--- config.mk ---
export PLATFORM = sky130hd
export DESIGN_NAME = int8_int16_matmul_requant
export DESIGN_NICKNAME = d
export VERILOG_FILES = /design/src/design/imr_pkg.sv /design/src/design/imr_ctrl.sv /design/src/design/imr_dp.sv /design/src/design/int8_int16_matmul_requant.sv
export SDC_FILE = /design/constraint.sdc
export NUM_CORES = 2
export LEC_CHECK = 0
export BUFFER_PORTS_ARGS = -buffer_cell sky130_fd_sc_hd__buf_2
export CORE_MARGIN = 5
export CORE_UTILIZATION = 45
export CTS_BUF_LIST = sky130_fd_sc_hd__clkbuf_8
export DETAILED_ROUTE_END_ITERATION = 16
export HOLD_SLACK_MARGIN = 0.08
export PLACE_DENSITY = 0.7
export SKIP_LAST_GASP = 1
export SLEW_MARGIN = 15
export SYNTH_ARGS = -nofsm -noshare
export SYNTH_HDL_FRONTEND = slang
export SYNTH_SLANG_ARGS = --single-unit
--- constraint.sdc ---
create_clock -name clk -period 15.92 [get_ports clk]
set_clock_uncertainty 0.05 [all_clocks]
set_input_delay 0.796 -clock clk [delete_from_list [all_inputs] [get_ports clk]]
set_output_delay 0.796 -clock clk [all_outputs]
set_load 0.03 [all_outputs]
--- src/design/imr_pkg.sv ---
package imr_pkg;

    localparam logic [1:0] CFG_OUT_OFFSET   = 2'd0;
    localparam logic [1:0] CFG_ACT_MIN      = 2'd1;
    localparam logic [1:0] CFG_ACT_MAX      = 2'd2;
    localparam logic [1:0] CFG_NUM_CHANNELS = 2'd3;

    // partial product chunk of the accumulator magnitude
    localparam int CHUNK_W = 16;
    localparam int MULT_W  = 32;

    typedef enum logic [2:0] {
        ST_IDLE,
        ST_ABS,
        ST_MUL,
        ST_SHIFT,
        ST_SAT,
        ST_EMIT
    } state_t;

    typedef struct packed {
        logic acc_en;
        logic abs_en;
        logic mul_en;
        logic mul_first;
        logic shift_en;
        logic sat_en;
        logic emit_en;
        logic col;
    } dp_cmd_t;

endpackage

--- src/design/imr_ctrl.sv ---
module imr_ctrl #(
    parameter int ACC_WIDTH = 32
) (
    input  logic              clk,
    input  logic              rst_n,
    input  logic              in_valid,
    input  logic              last_in_row,
    input  logic              out_stall,
    output logic              in_stall,
    output logic              out_valid,
    output imr_pkg::dp_cmd_t  cmd
);
    import imr_pkg::*;

    localparam int NCH   = (ACC_WIDTH + CHUNK_W - 1) / CHUNK_W;
    localparam int CNT_W = (NCH > 1) ? $clog2(NCH) : 1;
    localparam logic [CNT_W-1:0] CNT_LAST = CNT_W'(NCH - 1);

    state_t            state_reg, state_next;
    logic [CNT_W-1:0]  cnt_reg, cnt_next;
    logic              col_reg, col_next;
    logic              out_valid_reg, out_valid_next;
    logic              emit_ok;

    assign emit_ok = !out_valid_reg || !out_stall;

    always_comb
    begin
        state_next = state_reg;
        cnt_next   = cnt_reg;
        col_next   = col_reg;
        unique case (state_reg)
            ST_IDLE:
            begin
                if (in_valid && last_in_row)
                begin
                    state_next = ST_ABS;
                    col_next   = 1'b0;
                end
            end
            ST_ABS:
            begin
                state_next = ST_MUL;
                cnt_next   = '0;
            end
            ST_MUL:
            begin
                if (cnt_reg == CNT_LAST)
                    state_next = ST_SHIFT;
                else
                    cnt_next = cnt_reg + 1'b1;
            end
            ST_SHIFT:
                state_next = ST_SAT;
            ST_SAT:
            begin
                if (col_reg == 1'b0)
                begin
                    state_next = ST_ABS;
                    col_next   = 1'b1;
                end
                else
                    state_next = ST_EMIT;
            end
            ST_EMIT:
            begin
                if (emit_ok)
                    state_next = ST_IDLE;
            end
            default:
                state_next = ST_IDLE;
        endcase
    end

    always_comb
    begin
        cmd            = '0;
        cmd.col        = col_reg;
        cmd.mul_first  = (cnt_reg == '0);
        in_stall       = (state_reg != ST_IDLE);
        out_valid_next = out_valid_reg && out_stall;
        unique case (state_reg)
            ST_IDLE:  cmd.acc_en   = in_valid;
            ST_ABS:   cmd.abs_en   = 1'b1;
            ST_MUL:   cmd.mul_en   = 1'b1;
            ST_SHIFT: cmd.shift_en = 1'b1;
            ST_SAT:   cmd.sat_en   = 1'b1;
            ST_EMIT:
            begin
                cmd.emit_en = emit_ok;
                if (emit_ok)
                    out_valid_next = 1'b1;
            end
            default:  cmd = '0;
        endcase
    end

    always_ff @(posedge clk or negedge rst_n)
    begin
        if (!rst_n)
        begin
            state_reg     <= ST_IDLE;
            cnt_reg       <= '0;
            col_reg       <= 1'b0;
            out_valid_reg <= 1'b0;
        end
        else
        begin
            state_reg     <= state_next;
            cnt_reg       <= cnt_next;
            col_reg       <= col_next;
            out_valid_reg <= out_valid_next;
        end
    end

    assign out_valid = out_valid_reg;

endmodule

--- src/design/imr_dp.sv ---
module imr_dp #(
    parameter int ACC_WIDTH = 32
) (
    input  logic                clk,
    input  logic                rst_n,
    input  imr_pkg::dp_cmd_t    cmd,
    input  logic signed [7:0]   weight,
    input  logic signed [15:0]  act_col0,
    input  logic signed [15:0]  act_col1,
    input  logic signed [31:0]  bias,
    input  logic [31:0]         scale_mult,
    input  logic [5:0]          scale_shift,
    input  logic                last_in_row,
    input  logic                cfg_we,
    input  logic [1:0]          cfg_index,
    input  logic [15:0]         cfg_data,
    output logic signed [7:0]   out_col0,
    output logic signed [7:0]   out_col1,
    output logic                last_channel
);
    import imr_pkg::*;

    localparam int NCH    = (ACC_WIDTH + CHUNK_W - 1) / CHUNK_W;
    localparam int MAG_W  = NCH * CHUNK_W;
    localparam int PW     = MAG_W + MULT_W;
    localparam int BIAS_W = (ACC_WIDTH > 32) ? ACC_WIDTH : 32;

    // configuration
    logic signed [7:0]  out_offset_reg, act_min_reg, act_max_reg;
    logic [15:0]        num_channels_reg;

    // row state
    logic signed [ACC_WIDTH-1:0] acc0_reg, acc1_reg, acc0_next, acc1_next;
    logic                        row_start_reg;
    logic [15:0]                 chan_cnt_reg, chan_cnt_next;
    logic                        last_ch_reg, last_ch_next;

    // requant datapath
    logic [31:0]         mult_reg;
    logic [5:0]          shift_amt_reg;
    logic [MAG_W-1:0]    mag_reg;
    logic                neg_reg;
    logic [PW-1:0]       prod_reg, prod_next;
    logic [PW-1:0]       shifted_reg;
    logic signed [7:0]   res0_reg, res1_reg, res_next;
    logic signed [7:0]   out_col0_reg, out_col1_reg;
    logic                last_channel_reg;

    logic signed [23:0]          mac0, mac1;
    logic signed [BIAS_W-1:0]    bias_wide;
    logic signed [ACC_WIDTH-1:0] bias_acc, base0, base1, acc_sel;
    logic [ACC_WIDTH-1:0]        mag_abs;
    logic [CHUNK_W-1:0]          chunk;
    logic [CHUNK_W+MULT_W-1:0]   pp;
    logic                        over;
    logic signed [10:0]          sc, v;
    logic [15:0]                 chan_inc;

    assign mac0      = weight * act_col0;
    assign mac1      = weight * act_col1;
    assign bias_wide = BIAS_W'(bias);
    assign bias_acc  = bias_wide[ACC_WIDTH-1:0];
    assign base0     = row_start_reg ? bias_acc : acc0_reg;
    assign base1     = row_start_reg ? bias_acc : acc1_reg;
    assign acc0_next = base0 + ACC_WIDTH'(mac0);
    assign acc1_next = base1 + ACC_WIDTH'(mac1);

    assign chan_inc      = chan_cnt_reg + 16'd1;
    assign last_ch_next  = (chan_inc == num_channels_reg);
    assign chan_cnt_next = last_ch_next ? 16'd0 : chan_inc;

    assign acc_sel = cmd.col ? acc1_reg : acc0_reg;
    assign mag_abs = acc_sel[ACC_WIDTH-1] ? (ACC_WIDTH'(0) - acc_sel) : acc_sel;

    // magnitude times multiplier, most significant chunk first
    assign chunk     = mag_reg[MAG_W-1 -: CHUNK_W];
    assign pp        = chunk * mult_reg;
    assign prod_next = (cmd.mul_first ? PW'(0) : (prod_reg << CHUNK_W)) + PW'(pp);

    // Saturating to -512..511 gives the same clamped byte as saturating to 32 bits,
    // since offset and bounds are all within a byte.
    assign over = |shifted_reg[PW-1:9];
    always_comb
    begin
        if (neg_reg)
            sc = over ? -11'sd512 : -$signed({2'b00, shifted_reg[8:0]});
        else
            sc = over ? 11'sd511 : $signed({2'b00, shifted_reg[8:0]});
        v = sc + 11'(out_offset_reg);
        if (v < 11'(act_min_reg))
            v = 11'(act_min_reg);
        if (v > 11'(act_max_reg))
            v = 11'(act_max_reg);
        res_next = v[7:0];
    end

    always_ff @(posedge clk or negedge rst_n)
    begin
        if (!rst_n)
        begin
            out_offset_reg   <= 8'sd0;
            act_min_reg      <= -8'sd128;
            act_max_reg      <= 8'sd127;
            num_channels_reg <= 16'd1;
            row_start_reg    <= 1'b1;
            chan_cnt_reg     <= 16'd0;
        end
        else
        begin
            if (cfg_we)
            begin
                unique case (cfg_index)
                    CFG_OUT_OFFSET:   out_offset_reg   <= cfg_data[7:0];
                    CFG_ACT_MIN:      act_min_reg      <= cfg_data[7:0];
                    CFG_ACT_MAX:      act_max_reg      <= cfg_data[7:0];
                    CFG_NUM_CHANNELS: num_channels_reg <= cfg_data;
                    default:          num_channels_reg <= num_channels_reg;
                endcase
            end
            if (cmd.acc_en)
            begin
                row_start_reg <= last_in_row;
                if (last_in_row)
                    chan_cnt_reg <= chan_cnt_next;
            end
        end
    end

    always_ff @(posedge clk)
    begin
        if (cmd.acc_en)
        begin
            acc0_reg      <= acc0_next;
            acc1_reg      <= acc1_next;
            mult_reg      <= scale_mult;
            shift_amt_reg <= scale_shift;
            last_ch_reg   <= last_ch_next;
        end
        if (cmd.abs_en)
        begin
            mag_reg <= MAG_W'(mag_abs);
            neg_reg <= acc_sel[ACC_WIDTH-1];
        end
        if (cmd.mul_en)
        begin
            prod_reg <= prod_next;
            mag_reg  <= mag_reg << CHUNK_W;
        end
        if (cmd.shift_en)
            shifted_reg <= prod_reg >> shift_amt_reg;
        if (cmd.sat_en)
        begin
            if (cmd.col)
                res1_reg <= res_next;
            else
                res0_reg <= res_next;
        end
        if (cmd.emit_en)
        begin
            out_col0_reg     <= res0_reg;
            out_col1_reg     <= res1_reg;
            last_channel_reg <= last_ch_reg;
        end
    end

    assign out_col0     = out_col0_reg;
    assign out_col1     = out_col1_reg;
    assign last_channel = last_channel_reg;

endmodule

--- src/design/int8_int16_matmul_requant.sv ---
// channel  handshake               payload
// in       in_valid / in_stall     weight, act_col0, act_col1, bias, scale_mult,
//                                  scale_shift, last_in_row
// out      out_valid / out_stall   out_col0, out_col1, last_channel
// cfg      cfg_we                  cfg_index, cfg_data
//
// A beat without last_in_row does both MACs in its accept cycle.
// A beat with last_in_row then requantizes both columns, NCH = ceil(ACC_WIDTH/16):
// each column is requantized on a shared 16x32 multiplier,
// one chunk of the accumulator magnitude per cycle.
// in_stall is high while requantizing and while a result waits for the output
// register; a finished result waits in the output register while the next row streams in.
// Reset: config to defaults, row start set, channel count cleared, controller idle, out_valid low.
module int8_int16_matmul_requant #(
    parameter int ACC_WIDTH = 32
) (
    input  logic               clk,
    input  logic               rst_n,
    input  logic               in_valid,
    output logic               in_stall,
    input  logic signed [7:0]  weight,
    input  logic signed [15:0] act_col0,
    input  logic signed [15:0] act_col1,
    input  logic signed [31:0] bias,
    input  logic [31:0]        scale_mult,
    input  logic [5:0]         scale_shift,
    input  logic               last_in_row,
    output logic               out_valid,
    input  logic               out_stall,
    output logic signed [7:0]  out_col0,
    output logic signed [7:0]  out_col1,
    output logic               last_channel,
    input  logic               cfg_we,
    input  logic [1:0]         cfg_index,
    input  logic [15:0]        cfg_data
);
    import imr_pkg::*;

    dp_cmd_t cmd;

    imr_ctrl #(.ACC_WIDTH(ACC_WIDTH)) u_ctrl (
        .clk         (clk),
        .rst_n       (rst_n),
        .in_valid    (in_valid),
        .last_in_row (last_in_row),
        .out_stall   (out_stall),
        .in_stall    (in_stall),
        .out_valid   (out_valid),
        .cmd         (cmd)
    );

    imr_dp #(.ACC_WIDTH(ACC_WIDTH)) u_dp (
        .clk          (clk),
        .rst_n        (rst_n),
        .cmd          (cmd),
        .weight       (weight),
        .act_col0     (act_col0),
        .act_col1     (act_col1),
        .bias         (bias),
        .scale_mult   (scale_mult),
        .scale_shift  (scale_shift),
        .last_in_row  (last_in_row),
        .cfg_we       (cfg_we),
        .cfg_index    (cfg_index),
        .cfg_data     (cfg_data),
        .out_col0     (out_col0),
        .out_col1     (out_col1),
        .last_channel (last_channel)
    );

endmodule

==> impl_results.md <==
* Post-CTS Hold Buffers at 0
* Final instance area at 53200 um2
* Final nets at 6401
* Final setup fails at 0
* IO Port Bufs at 152
* Commonest cells after routing, fill and taps aside: 877 x inv_1, 784 x nand2_1, 771 x fa_1, 310 x ha_1, 281 x edfxtp_1
* Chip Width at 342 um
* Post-CTS resize count at 0
* Clock root buffer: clkbuf_8
* Yosys warns at 0
* Reg-to-reg slack, setup at 8220 ps
* Area added between synthesis and finish at 7.09%
* Die height at 342 um
* M1 GR Usage at 27.0%
* WS Path Type: reg -> reg
* Run status: completed
* Cell area after placement at 51700 um2
* GR met2 Demand/Resource at 36.8%
* Setup crit end kind: register
* Worst Path Required at 16420 ps
* CP Launch Type: register
* Crit-path cells: nand2_1 > fa_1 > inv_1 > fa_1 > inv_1 > fa_1 > fa_1 > inv_1 > fa_1 > inv_1 > fa_1 > inv_1 > ha_1 > nand2_1 > o211ai_1 > a41oi_1 > o21ai_0 > a31oi_1 > o31ai_1 > a31oi_1 > or4_1 > a21oi_1
* CP peak stage delay at 780 ps
* CTS Sinks at 360
* Most common cell after layout, fill and taps aside: inv_1
* Worst r2r src: u_dp.mult_reg[9]
* Post-synth cell types at 85
* Starting DRC count in detailed routing at 2401
* GR Util All Layers at 21.1%
* Clock Path Buffers at 3
* I/O pin total at 153
* Final wirelength at 121000 um
* Final hold viol count at 0
* Clock latency on the worst-skew pair at 700 ps
* Via/cell ratio at 5.40
* Die area at 117000 um2
* HP Class: in -> async
* Synth Cell Area at 49700 um2
* First-pass GRT wire length at 200000 um
* Buf/Inv on CP at 5
* Postcts setup bufs at 0
* Seq/Total Area, Yosys at 20.8%
* Met3 GRT Util at 3.47%
* Critical path data arrival time at 8190 ps
* CTS clk-pin slew, worst paths at 60 ps
* Worst Setup SP: u_dp.mult_reg[9]
* Drt pass-1 iters at 6
* Fin crit share at 48.3%
* GR Overflow Total at 0
* RSZ-0062 raised after global routing: no
* Final GP Congestion at 0.920
* WL/cell at 18.0 um
* Crit path max-delay cell type: edfxtp_1
* Post-synthesis async set-or-reset flop share at 17.5%
* Ys flop type: edfxtp_1
* TritonCTS clock tree: done
* Largest net degree at the start of global routing at 73
* Site Rows at 122
* Number of flops mapped to enable cells by yosys at 281
* Post-route setup TNS at 0 ps
* Max Fclk at 130 MHz
* Initial Utilization at 45.1%
* Slew Limit Fails at 0
* Share of layout cells above drive strength 1 at 8.60%
* Final Critical Period at 7700 ps
* Total CTS buffers at 68
* Slew Limit Headroom at 27.1%
* Cell family with most CP delay: adder cells
* Top cell by count, worst path: fa_1
* Actual slew at the worst max-slew pin at 1090 ps
* # DRC at 0
* Antenna violations before repair at 6
* Net Count, Synth at 6371
* Core area at 110000 um2
* Max-cap check violation count at 0
* Via count at 36400
* Antenna-violating nets left at 0
* Final HPWL DP at 96600 um
* Mean Syn Cell Area at 9.64 um2
* Mapped Cells at 5156
* H-tree Lvls at 3
* GRT Max-Usage Layer: met2
* Flops & latches, synth at 360
* Number of global-route vias before repair at 38200
* Worst Path Max Fanout at 16
-- metal layers --
| metal | up-vias | part of all wire [%] |
|---|---|---|
| met5 | - | 0.011 |
| met4 | 2 | 2.8 |
| met3 | 239 | 6.1 |
| met2 | 1115 | 51 |
| met1 | 18400 | 40 |
| li1 | 16600 | - |
-- metrics by stage --
| step | hold slack (ps) | util, % | setup WS (ps) | cells |
|---|---|---|---|---|
| 2_1_floorplan | 350 | - | 9180 | 5156 |
| 5_1_grt | 179 | 48.3 | 7660 | 6731 |
| 3_3_place_gp | 353 | 46.9 | 8380 | 6604 |
| 6_report | 222 | 48.3 | 8220 | 6732 |
| 3_5_place_dp | 355 | 46.9 | 8240 | 6604 |
| 4_1_cts | 158 | 48.3 | 8240 | 6730 |
-- synthesized netlist by cell type (10+ instances only) --
library cell,count,area [um2]
xnor2_1,98,858
nand4_1,31,194
o21ai_0,165,826
nor2b_1,24,150
dfxtp_1,16,320
nand2_1,784,2940
o211ai_1,13,97.6
o22ai_1,18,113
nand3_1,35,175
nand2b_1,47,294
o21bai_1,15,113
inv_1,863,3240
buf_2,13,65.1
and3_1,16,100
nor4_1,18,113
a21oi_1,155,776
or3_1,21,131
dfstp_2,10,263
a211oi_1,27,203
xor2_1,60,526
buf_1,22,82.6
clkbuf_1,192,721
dfrtp_1,53,1330
ha_1,310,3880
a311oi_1,13,114
a21o_1,47,353
o31ai_1,28,210
nor2_1,246,923
mux2i_1,135,1350
edfxtp_1,281,8440
and2_1,280,1750
mux2_2,67,754
nor3_1,43,215
a31oi_1,31,194
o21a_1,28,210
fa_1,771,15400
mux4_2,51,1150
-- worst register-to-register path: stages, from the launching register on --
cell	delay, ps
edfxtp_1	780
nand2_1	170
fa_1	530
inv_1	60
fa_1	530
inv_1	50
fa_1	480
fa_1	560
inv_1	50
fa_1	480
inv_1	50
fa_1	480
inv_1	40
ha_1	340
nand2_1	80
o211ai_1	260
a41oi_1	150
o21ai_0	510
a31oi_1	320
o31ai_1	550
a31oi_1	400
or4_1	510
a21oi_1	150
-- final timing paths --
| check | end | cells past startpoint |
|---|---|---|
| worst max-delay path | u_dp.prod_reg[60] | 22 |
| worst min-delay path | u_dp.num_channels_reg[9] | 2 |
| worst max register to register | u_dp.prod_reg[60] | 22 |
| worst min register to register | u_dp.out_col1[4] | 0 |
| max in group asynchronous | u_ctrl.col_reg | 2 |
| min in group clk | u_dp.shift_amt_reg[5] | 1 |
-- cell families after synthesis --
group           count (synthesis)  share of synthesized area, %
compound gates                607                          7.63
xor+xnor                      158                          2.78
fa+ha+maj                    1081                          38.9
buf+inv                      1099                          8.40
flops                         360                          20.8
mux                           253                          6.55
simple gates                 1598                          14.9
-- area by class of cell --
type / instances / area (um2)
antenna: 2 / 5.00
sequential: 360 / 10400
multi-input combinational: 3697 / 35200
timing repair buffer: 193 / 1070
clock inverter: 56 / 522
tap: 1488 / 1860
inverter: 866 / 3250
clock buffer: 70 / 963
fill: 10300 / 57000
Power is not shown: default switching activity piles up to over one toggle a cycle in this logic, so the estimate is an artifact.
